$ cat src/rtl/core/button_debounce_click_classifier_defines.svh
// ----------------------------------------------------------------------------
// Button debounce click classifier assertion macros
// Shared concurrent assertion forms, clocked on clk and quiet during reset.
// ----------------------------------------------------------------------------
`ifndef BUTTON_DEBOUNCE_CLICK_CLASSIFIER_DEFINES_SVH
`define BUTTON_DEBOUNCE_CLICK_CLASSIFIER_DEFINES_SVH

// Consequent must hold in the same cycle as the antecedent.
`define BDCC_ASSERT_SAME(lbl, ante, cons, msg) \
  lbl: assert property (@(posedge clk) disable iff (!rst_n) (ante) |-> (cons)) \
    else $error(msg);

// Consequent must hold in the cycle after the antecedent.
`define BDCC_ASSERT_NEXT(lbl, ante, cons, msg) \
  lbl: assert property (@(posedge clk) disable iff (!rst_n) (ante) |=> (cons)) \
    else $error(msg);

`endif

$ cat src/rtl/core/bdcc_pkg.sv
// ----------------------------------------------------------------------------
// Button debounce click classifier package
// Shared types, register indexes, reset values and result codes.
// ----------------------------------------------------------------------------
package bdcc_pkg;

  localparam int unsigned TIME_W = 32;
  localparam int unsigned CFG_W  = 16;
  localparam int unsigned IDX_W  = 2;

  // Register indexes on the configuration port.
  localparam logic [IDX_W-1:0] REG_DEBOUNCE = 2'd0;
  localparam logic [IDX_W-1:0] REG_LONG     = 2'd1;
  localparam logic [IDX_W-1:0] REG_DOUBLE   = 2'd2;
  localparam logic [IDX_W-1:0] REG_SINGLE   = 2'd3;

  // Reset values of the threshold registers.
  localparam logic [CFG_W-1:0] RST_DEBOUNCE = 16'd20;
  localparam logic [CFG_W-1:0] RST_LONG     = 16'd1000;
  localparam logic [CFG_W-1:0] RST_DOUBLE   = 16'd300;
  localparam logic [CFG_W-1:0] RST_SINGLE   = 16'd300;

  // Result codes.
  typedef enum logic [1:0] {
    CODE_NONE   = 2'd0,
    CODE_SINGLE = 2'd1,
    CODE_DOUBLE = 2'd2,
    CODE_LONG   = 2'd3
  } code_t;

  // Threshold set handed to the classifier.
  typedef struct packed {
    logic [CFG_W-1:0] debounce_time;
    logic [CFG_W-1:0] long_press_time;
    logic [CFG_W-1:0] double_click_window;
    logic [CFG_W-1:0] single_click_timeout;
  } cfg_t;

  // One poll of the button.
  typedef struct packed {
    logic              raw_pressed;
    logic [TIME_W-1:0] now_time;
  } sample_t;

endpackage

$ cat src/rtl/core/bdcc_cfg.sv
// ----------------------------------------------------------------------------
// Button debounce click classifier configuration registers
// Holds the four 16-bit thresholds written through the plain write port.
// ----------------------------------------------------------------------------
module bdcc_cfg (
  input  logic                       clk,
  input  logic                       rst_n,
  input  logic                       cfg_we,
  input  logic [bdcc_pkg::IDX_W-1:0] cfg_index,
  input  logic [bdcc_pkg::CFG_W-1:0] cfg_wdata,
  output bdcc_pkg::cfg_t             cfg
);

  bdcc_pkg::cfg_t cfg_r;
  bdcc_pkg::cfg_t cfg_nxt;

  // Decode the register index of a write.
  always_comb begin
    cfg_nxt = cfg_r;
    if (cfg_we) begin
      case (cfg_index)
        bdcc_pkg::REG_DEBOUNCE: cfg_nxt.debounce_time        = cfg_wdata;
        bdcc_pkg::REG_LONG:     cfg_nxt.long_press_time      = cfg_wdata;
        bdcc_pkg::REG_DOUBLE:   cfg_nxt.double_click_window  = cfg_wdata;
        bdcc_pkg::REG_SINGLE:   cfg_nxt.single_click_timeout = cfg_wdata;
        default:                cfg_nxt = cfg_r;
      endcase
    end
  end

  // Threshold registers with their power-on values.
  always_ff @(posedge clk) begin
    if (!rst_n) begin
      cfg_r.debounce_time        <= bdcc_pkg::RST_DEBOUNCE;
      cfg_r.long_press_time      <= bdcc_pkg::RST_LONG;
      cfg_r.double_click_window  <= bdcc_pkg::RST_DOUBLE;
      cfg_r.single_click_timeout <= bdcc_pkg::RST_SINGLE;
    end else begin
      cfg_r <= cfg_nxt;
    end
  end

  assign cfg = cfg_r;

endmodule

$ cat src/rtl/core/bdcc_core.sv
// ----------------------------------------------------------------------------
// Button debounce click classifier core
// Debounce and click state, updated once per poll when the poll advances.
// ----------------------------------------------------------------------------
module bdcc_core (
  input  logic                clk,
  input  logic                rst_n,
  input  logic                adv,
  input  bdcc_pkg::sample_t   smp,
  input  bdcc_pkg::cfg_t      cfg,
  output bdcc_pkg::code_t     code
);

  localparam int unsigned TW = bdcc_pkg::TIME_W;
  localparam int unsigned PW = bdcc_pkg::TIME_W - bdcc_pkg::CFG_W;

  logic          stable_r,     stable_nxt;
  logic          last_raw_r,   last_raw_nxt;
  logic [TW-1:0] raw_chg_r,    raw_chg_nxt;
  logic [TW-1:0] press_st_r,   press_st_nxt;
  logic          long_rep_r,   long_rep_nxt;
  logic          await_r,      await_nxt;
  logic [TW-1:0] first_rel_r,  first_rel_nxt;

  logic [TW-1:0] now_t;
  logic          raw;
  logic          changed;
  logic          deb_ok;
  logic          edge_hit;
  logic [TW-1:0] raw_age;
  logic [TW-1:0] press_age;
  logic [TW-1:0] rel_age;
  logic          long_due;
  logic          dbl_ok;
  logic          single_due;
  logic          long_tmp;
  logic          await_tmp;

  assign now_t = smp.now_time;
  assign raw   = smp.raw_pressed;

  // Elapsed times against the stored marks, all modulo 2^32.
  assign raw_age   = now_t - raw_chg_r;
  assign press_age = now_t - press_st_r;
  assign rel_age   = now_t - first_rel_r;

  // Debounce: a fresh change has zero age, so it passes only a zero threshold.
  assign changed  = raw != last_raw_r;
  assign deb_ok   = changed ? (cfg.debounce_time == '0)
                            : (raw_age >= {{PW{1'b0}}, cfg.debounce_time});
  assign edge_hit = deb_ok && (stable_r != raw);

  // Threshold checks, with marks reloaded by this poll reading as zero age.
  assign long_due   = edge_hit ? (cfg.long_press_time == '0)
                               : (press_age >= {{PW{1'b0}}, cfg.long_press_time});
  assign dbl_ok     = rel_age <= {{PW{1'b0}}, cfg.double_click_window};
  assign single_due = edge_hit ? (cfg.single_click_timeout == '0)
                               : (rel_age >= {{PW{1'b0}}, cfg.single_click_timeout});

  // Click classification and next state.
  always_comb begin
    last_raw_nxt  = raw;
    raw_chg_nxt   = changed ? now_t : raw_chg_r;
    stable_nxt    = edge_hit ? raw : stable_r;
    press_st_nxt  = press_st_r;
    long_rep_nxt  = long_rep_r;
    await_nxt     = await_r;
    first_rel_nxt = first_rel_r;
    long_tmp      = long_rep_r;
    await_tmp     = await_r;
    code          = bdcc_pkg::CODE_NONE;
    if (stable_nxt) begin
      if (edge_hit) begin
        press_st_nxt = now_t;
        long_tmp     = 1'b0;
      end
      long_rep_nxt = long_tmp;
      if (!long_tmp && long_due) begin
        long_rep_nxt = 1'b1;
        await_nxt    = 1'b0;
        code         = bdcc_pkg::CODE_LONG;
      end
    end else if (edge_hit && long_rep_r) begin
      // Release that ends a long press is swallowed.
      long_rep_nxt = 1'b0;
    end else if (edge_hit && await_r && dbl_ok) begin
      await_nxt = 1'b0;
      code      = bdcc_pkg::CODE_DOUBLE;
    end else begin
      if (edge_hit) begin
        await_tmp     = 1'b1;
        first_rel_nxt = now_t;
      end
      await_nxt = await_tmp;
      if (await_tmp && single_due) begin
        await_nxt = 1'b0;
        code      = bdcc_pkg::CODE_SINGLE;
      end
    end
  end

  // State registers, updated when a poll moves to the result register.
  always_ff @(posedge clk) begin
    if (!rst_n) begin
      stable_r    <= 1'b0;
      last_raw_r  <= 1'b0;
      raw_chg_r   <= '0;
      press_st_r  <= '0;
      long_rep_r  <= 1'b0;
      await_r     <= 1'b0;
      first_rel_r <= '0;
    end else if (adv) begin
      stable_r    <= stable_nxt;
      last_raw_r  <= last_raw_nxt;
      raw_chg_r   <= raw_chg_nxt;
      press_st_r  <= press_st_nxt;
      long_rep_r  <= long_rep_nxt;
      await_r     <= await_nxt;
      first_rel_r <= first_rel_nxt;
    end
  end

endmodule

$ cat src/rtl/core/button_debounce_click_classifier.sv
// ----------------------------------------------------------------------------
// Button debounce click classifier
// Debounces polled button levels and gives one click code for every poll.
// ----------------------------------------------------------------------------
//
//  Channel | Ports                               | Beat
//  --------+-------------------------------------+-------------------------------
//  in      | in_valid, in_stall, in_raw_pressed, | one poll: level and tick count
//          | in_now_time                         |
//  out     | out_valid, out_stall, out_click_code| one click code per poll
//  cfg     | cfg_we, cfg_index, cfg_wdata        | one threshold register write
//
// A poll is registered in the input register, passes the classifier logic and
// lands in the result register; one beat per cycle sustained while out_stall is low.
// The classifier state advances as the poll moves into the result register.
// Reset is synchronous and restores the thresholds and the click state.
// A stalled result holds; the input register still takes one more beat behind it.
//
module button_debounce_click_classifier (
  input  logic                       clk,
  input  logic                       rst_n,
  input  logic                       in_valid,
  output logic                       in_stall,
  input  logic                       in_raw_pressed,
  input  logic [31:0]                in_now_time,
  output logic                       out_valid,
  input  logic                       out_stall,
  output logic [1:0]                 out_click_code,
  input  logic                       cfg_we,
  input  logic [bdcc_pkg::IDX_W-1:0] cfg_index,
  input  logic [bdcc_pkg::CFG_W-1:0] cfg_wdata
);

`include "button_debounce_click_classifier_defines.svh"

  logic              s1_valid_r, s1_valid_nxt;
  bdcc_pkg::sample_t s1_smp_r;
  logic              out_valid_r, out_valid_nxt;
  bdcc_pkg::code_t   out_code_r;
  bdcc_pkg::code_t   code;
  bdcc_pkg::cfg_t    cfg;
  logic              in_acc;
  logic              adv;

  bdcc_cfg u_cfg (
    .clk       (clk),
    .rst_n     (rst_n),
    .cfg_we    (cfg_we),
    .cfg_index (cfg_index),
    .cfg_wdata (cfg_wdata),
    .cfg       (cfg)
  );

  bdcc_core u_core (
    .clk   (clk),
    .rst_n (rst_n),
    .adv   (adv),
    .smp   (s1_smp_r),
    .cfg   (cfg),
    .code  (code)
  );

  // Handshake: the poll advances when the result register is free or draining.
  assign adv      = s1_valid_r && (!out_valid_r || !out_stall);
  assign in_stall = s1_valid_r && !adv;
  assign in_acc   = in_valid && !in_stall;

  assign s1_valid_nxt  = in_acc || (s1_valid_r && !adv);
  assign out_valid_nxt = adv || (out_valid_r && out_stall);

  // Valid flags.
  always_ff @(posedge clk) begin
    if (!rst_n) begin
      s1_valid_r  <= 1'b0;
      out_valid_r <= 1'b0;
    end else begin
      s1_valid_r  <= s1_valid_nxt;
      out_valid_r <= out_valid_nxt;
    end
  end

  // Payload registers.
  always_ff @(posedge clk) begin
    if (in_acc) begin
      s1_smp_r.raw_pressed <= in_raw_pressed;
      s1_smp_r.now_time    <= in_now_time;
    end
    if (adv) begin
      out_code_r <= code;
    end
  end

  assign out_valid      = out_valid_r;
  assign out_click_code = out_code_r;

  // The input side only backs up when a poll is waiting in the input register.
  `BDCC_ASSERT_SAME(a_stall_needs_item, in_stall, s1_valid_r, "in_stall without a held poll")
  // A poll that advances always shows up as a result next cycle.
  `BDCC_ASSERT_NEXT(a_adv_gives_result, adv, out_valid_r, "advanced poll lost")
  // A taken result with nothing behind it leaves the output empty.
  `BDCC_ASSERT_NEXT(a_no_invented_result, out_valid_r && !out_stall && !s1_valid_r,
    !out_valid_r, "result appeared without a poll")
  // An accepted beat is held in the input register next cycle.
  `BDCC_ASSERT_NEXT(a_accept_held, in_acc, s1_valid_r, "accepted poll dropped")

endmodule

$ cat config.mk
export PLATFORM = sky130hd
export DESIGN_NAME = button_debounce_click_classifier
export DESIGN_NICKNAME = d
export VERILOG_FILES = /design/src/rtl/core/bdcc_pkg.sv /design/src/rtl/core/bdcc_cfg.sv /design/src/rtl/core/bdcc_core.sv /design/src/rtl/core/button_debounce_click_classifier.sv
export VERILOG_INCLUDE_DIRS = /design/src /design/src/rtl/core
export SDC_FILE = /design/constraint.sdc
export NUM_CORES = 1
export LEC_CHECK = 0
export BUFFER_PORTS_ARGS = -buffer_cell sky130_fd_sc_hd__buf_2
export CAP_MARGIN = 20
export CELL_PAD_IN_SITES_DETAIL_PLACEMENT = 0
export CELL_PAD_IN_SITES_GLOBAL_PLACEMENT = 1
export CORE_MARGIN = 2
export CORE_UTILIZATION = 52
export DETAILED_ROUTE_END_ITERATION = 10
export PLACE_DENSITY_LB_ADDON = 0.15
export SLEW_MARGIN = 15
export SYNTH_ARGS = -nofsm -noshare
export SYNTH_HDL_FRONTEND = slang
export SYNTH_HIERARCHICAL = 1
export SYNTH_SLANG_ARGS = --single-unit
export TNS_END_PERCENT = 30
$ cat constraint.sdc
create_clock -name clk -period 12.01 [get_ports clk]
set_clock_uncertainty 0.05 [all_clocks]
set_input_delay 3.0025 -clock clk [delete_from_list [all_inputs] [get_ports clk]]
set_output_delay 3.0025 -clock clk [all_outputs]
set_load 0.02 [all_outputs]
==> metrics.cfg <==
[status]
outcome=completed

[hold_path]
hold_start=u_core/first_rel_r[25]
worstHoldPathType=flop to flop

[clock_tree]
hold_buffers=0
cts.clk_slew.worst_paths_ps=60
cts_resized=0
clock-sinks=201
cts-buffers-inserted=24
cts_buffer_depth=3
root_buffer=clkbuf_16
postCtsSetupRepairBufs=0
cts_htree_levels=1
worstSkewPairLatency_ps=550
cts_tree=done

[pwr]
switching_power_uw=585.8
p_int_uw=1348
ir_worst_vdd_mv=0.1124
p_per_area_nw_per_um2=115.7
pwr-share-clk_pct=40.7
power_frac_comb_pct=21.3
seqPwrFrac_pct=38.0
swShare_pct=30.29
fin_total_pwr_uw=1934
p_leak_uw=0.006559

[synth]
synth_cells=1901
syn_area_um2=15360
synth_ff_type=dfxtp_1
synth_seq_area_share_pct=28.47
synth_edf_count=35
yosys_register_bits=201
syn_avg_cell_area_um2=8.082
ys.warnings.count=6
synth_cell_types=89
syn-num-nets=2117
synth-async-reset-ratio_pct=0

[detailed_routing]
drt_wl_total_um=44000
drtIter0Drc=1065
ant_nets=0
drtPass1Iterations=5
wire_per_inst_um=18.99
via_per_inst=5.884
remaining_drc_errors=0
num_vias=13630

[layout]
antennaDiodeCount=0
final_cell_area_um2=16710
layout.nets=2131
syn2layout_area_growth_pct=8.779
drive_gt1_share_pct=7.191
layoutNonFillerInstCount=2317
nFillCells=2742

[timing]
rsz0062_at_grt=false
finalSetupViolCount=0
final_max_slew_viol_count=0
fmax_ghz=0.1531
fin_tns_setup_ps=0
slew_headroom_pct=27.60
hold_viol_final=0
worst_pin_slew_ps=1086
fin_crit_ps=6533
final.period_utilization_pct=54.40

[placement]
gp_congestion=0.9552
io_buffers=59
placed_cell_area_um2=15830
dpl.hpwl_um=34390
placed_cells=2272

[global_routing]
grt-ovfl-total=0
grt_first_pass_wirelength_um=68830
grt_max_degree=115
grt_usage_pct=27.95
antenna_found_initial=1
grt_pass1_vias=12820

[setup_path]
arrival_ps=3480
cp-startpoint=out_stall
path_max_fanout=3
cp-start-kind=input port
crit_required_ps=8960
worst-setup-path-type=input port to output pin
endpoint_kind=output pin
reg2reg_from=s1_smp_r[4]

[floorplan]
die_h_um=175.9
die_w_um=175.9
rows=62
die-area_um2=30940
io_pins=60
floorplan.core_area_um2=28940
start_util_pct=53.10

[flow_run]
maxCapViolCount=0

[final timing paths]
| kind | end | slack [ps] | depth (start not counted) |
|---|---|---|---|
| min reg2reg | u_core/first_rel_r[25] | 410 | 2 |
| max | in_stall | 5480 | 3 |
| min | u_core/first_rel_r[25] | 410 | 2 |
| max reg2reg | u_core/press_st_r[2] | 5740 | 20 |
[power groups by stage]
stage | Sequential [uW] | Combinational, uW | Clock [uW]
after floorplan | 736 | 299 | 0
after global placement | 749 | 395 | 0
after detailed placement | 750 | 404 | 0
after CTS | 735 | 406 | 803
after global routing | 738 | 457 | 831
final | 736 | 412 | 786
[per-stage QoR]
stage               worst slack, ps  util [%]  hold slack, ps
global route                   5457     57.76           427.1
floorplan                      5746         -           386.9
finish                         5477     57.76           405.8
CTS                            5479     57.69           408.7
detailed placement             5481     54.70           399.5
global placement               5496     54.66           394.1
[Yosys cell counts, drive strengths merged (5+ instances only)]
cell type	n	share of area, %
nand2	268	6.5
inv	190	4.6
dfxtp	166	22
ha	157	13
a21oi	104	3.4
mux2i	100	6.5
o21ai	99	3.2
nor2	74	1.8
nand3	64	2.1
nor2b	63	2.6
clkbuf	51	1.3
xnor2	41	2.3
a21boi	38	1.9
edfxtp	35	6.8
a21o	32	1.6
nand4	32	1.3
buf	29	1.3
nor3	28	0.91
a211oi	27	1.4
o211ai	27	1.4
nor4	24	1.0
o21a	22	1.1
and3	20	0.85
xor2	18	1.0
a31oi	14	0.61
o21bai	13	0.64
nand2b	12	0.49
or3	12	0.52
o2111ai	9	0.51
and2	7	0.29
o31a	7	0.40
a211o	6	0.34
a221oi	6	0.34
and4	6	0.34
a221o	5	0.33
nand3b	5	0.24
nor3b	5	0.24
o211a	5	0.33
o221ai	5	0.29
o31ai	5	0.28
[cells in the final DEF (no fill, tap or decap), types with 24 or more instances in the layout]
cell type and instances:
nand2_1 268, inv_1 190, dfxtp_1 166, ha_1 157
a21oi_1 102, mux2i_1 100, nor2_1 74, o21ai_0 63
nand3_1 63, nor2b_1 61, buf_2 58, xnor2_1 41
a21boi_0 38, o21ai_1 36, edfxtp_1 35, a21o_1 32
nand4_1 31, nor3_1 28, a211oi_1 26, o211ai_1 25
clkbuf_16 24
[state kept, by name, summed over array words and instances, names as in the netlist]
| register | count |
|---|---|
| out_click_code | 2 |
| s1_valid_r | 1 |
| u_core/first_rel_r | 32 |
| u_core/long_rep_r | 1 |
| u_core/press_st_r | 32 |
| u_core/last_raw_r | 1 |
| u_cfg/cfg | 64 |
| u_core/stable_r | 1 |
| out_valid | 1 |
| s1_smp_r | 33 |
| u_core/raw_chg_r | 32 |
| u_core/await_r | 1 |
[metal layers]
| metal | share of wire (%) | up-vias | global-route usage (%) | wire, um |
|---|---|---|---|---|
| li1 | - | 6796 | - | - |
| met1 | 49 | 6464 | 40.10 | 21480 |
| met2 | 44 | 311 | 44.49 | 19390 |
| met3 | 4.8 | 63 | 3.680 | 2098 |
| met4 | 2.3 | 0 | 6.784 | 1028 |
| met5 | 0 | - | 0 | 0 |
[layout make-up]
class	count	area (um2)	area share (%)
well taps	384	480.5	2.875
multi-input cells	1430	9893	59.20
clock inverters	14	212.7	1.273
inverters	190	713.2	4.267
clock buffers	30	653.1	3.908
flip-flops and latches	201	4374	26.17
repair buffers	68	385.4	2.306
[worst max-delay path: stages]
cell and delay (ps):
buf_2 100, and3_4 210, buf_2 170
[cell families (layout without fill, tap and decap cells)]
logic type	after synthesis	in the layout	synth area share, %
AO/OA/AOI/OAI	467	467	20.58
XOR/XNOR	59	59	3.363
adder cells (fa/ha/maj)	160	160	13.18
buffers and inverters	270	302	7.240
flip-flops	201	201	28.47
multiplexers	102	102	6.662
AND/OR/NAND/NOR	642	642	20.51
(Power assumes the default switching activity.)
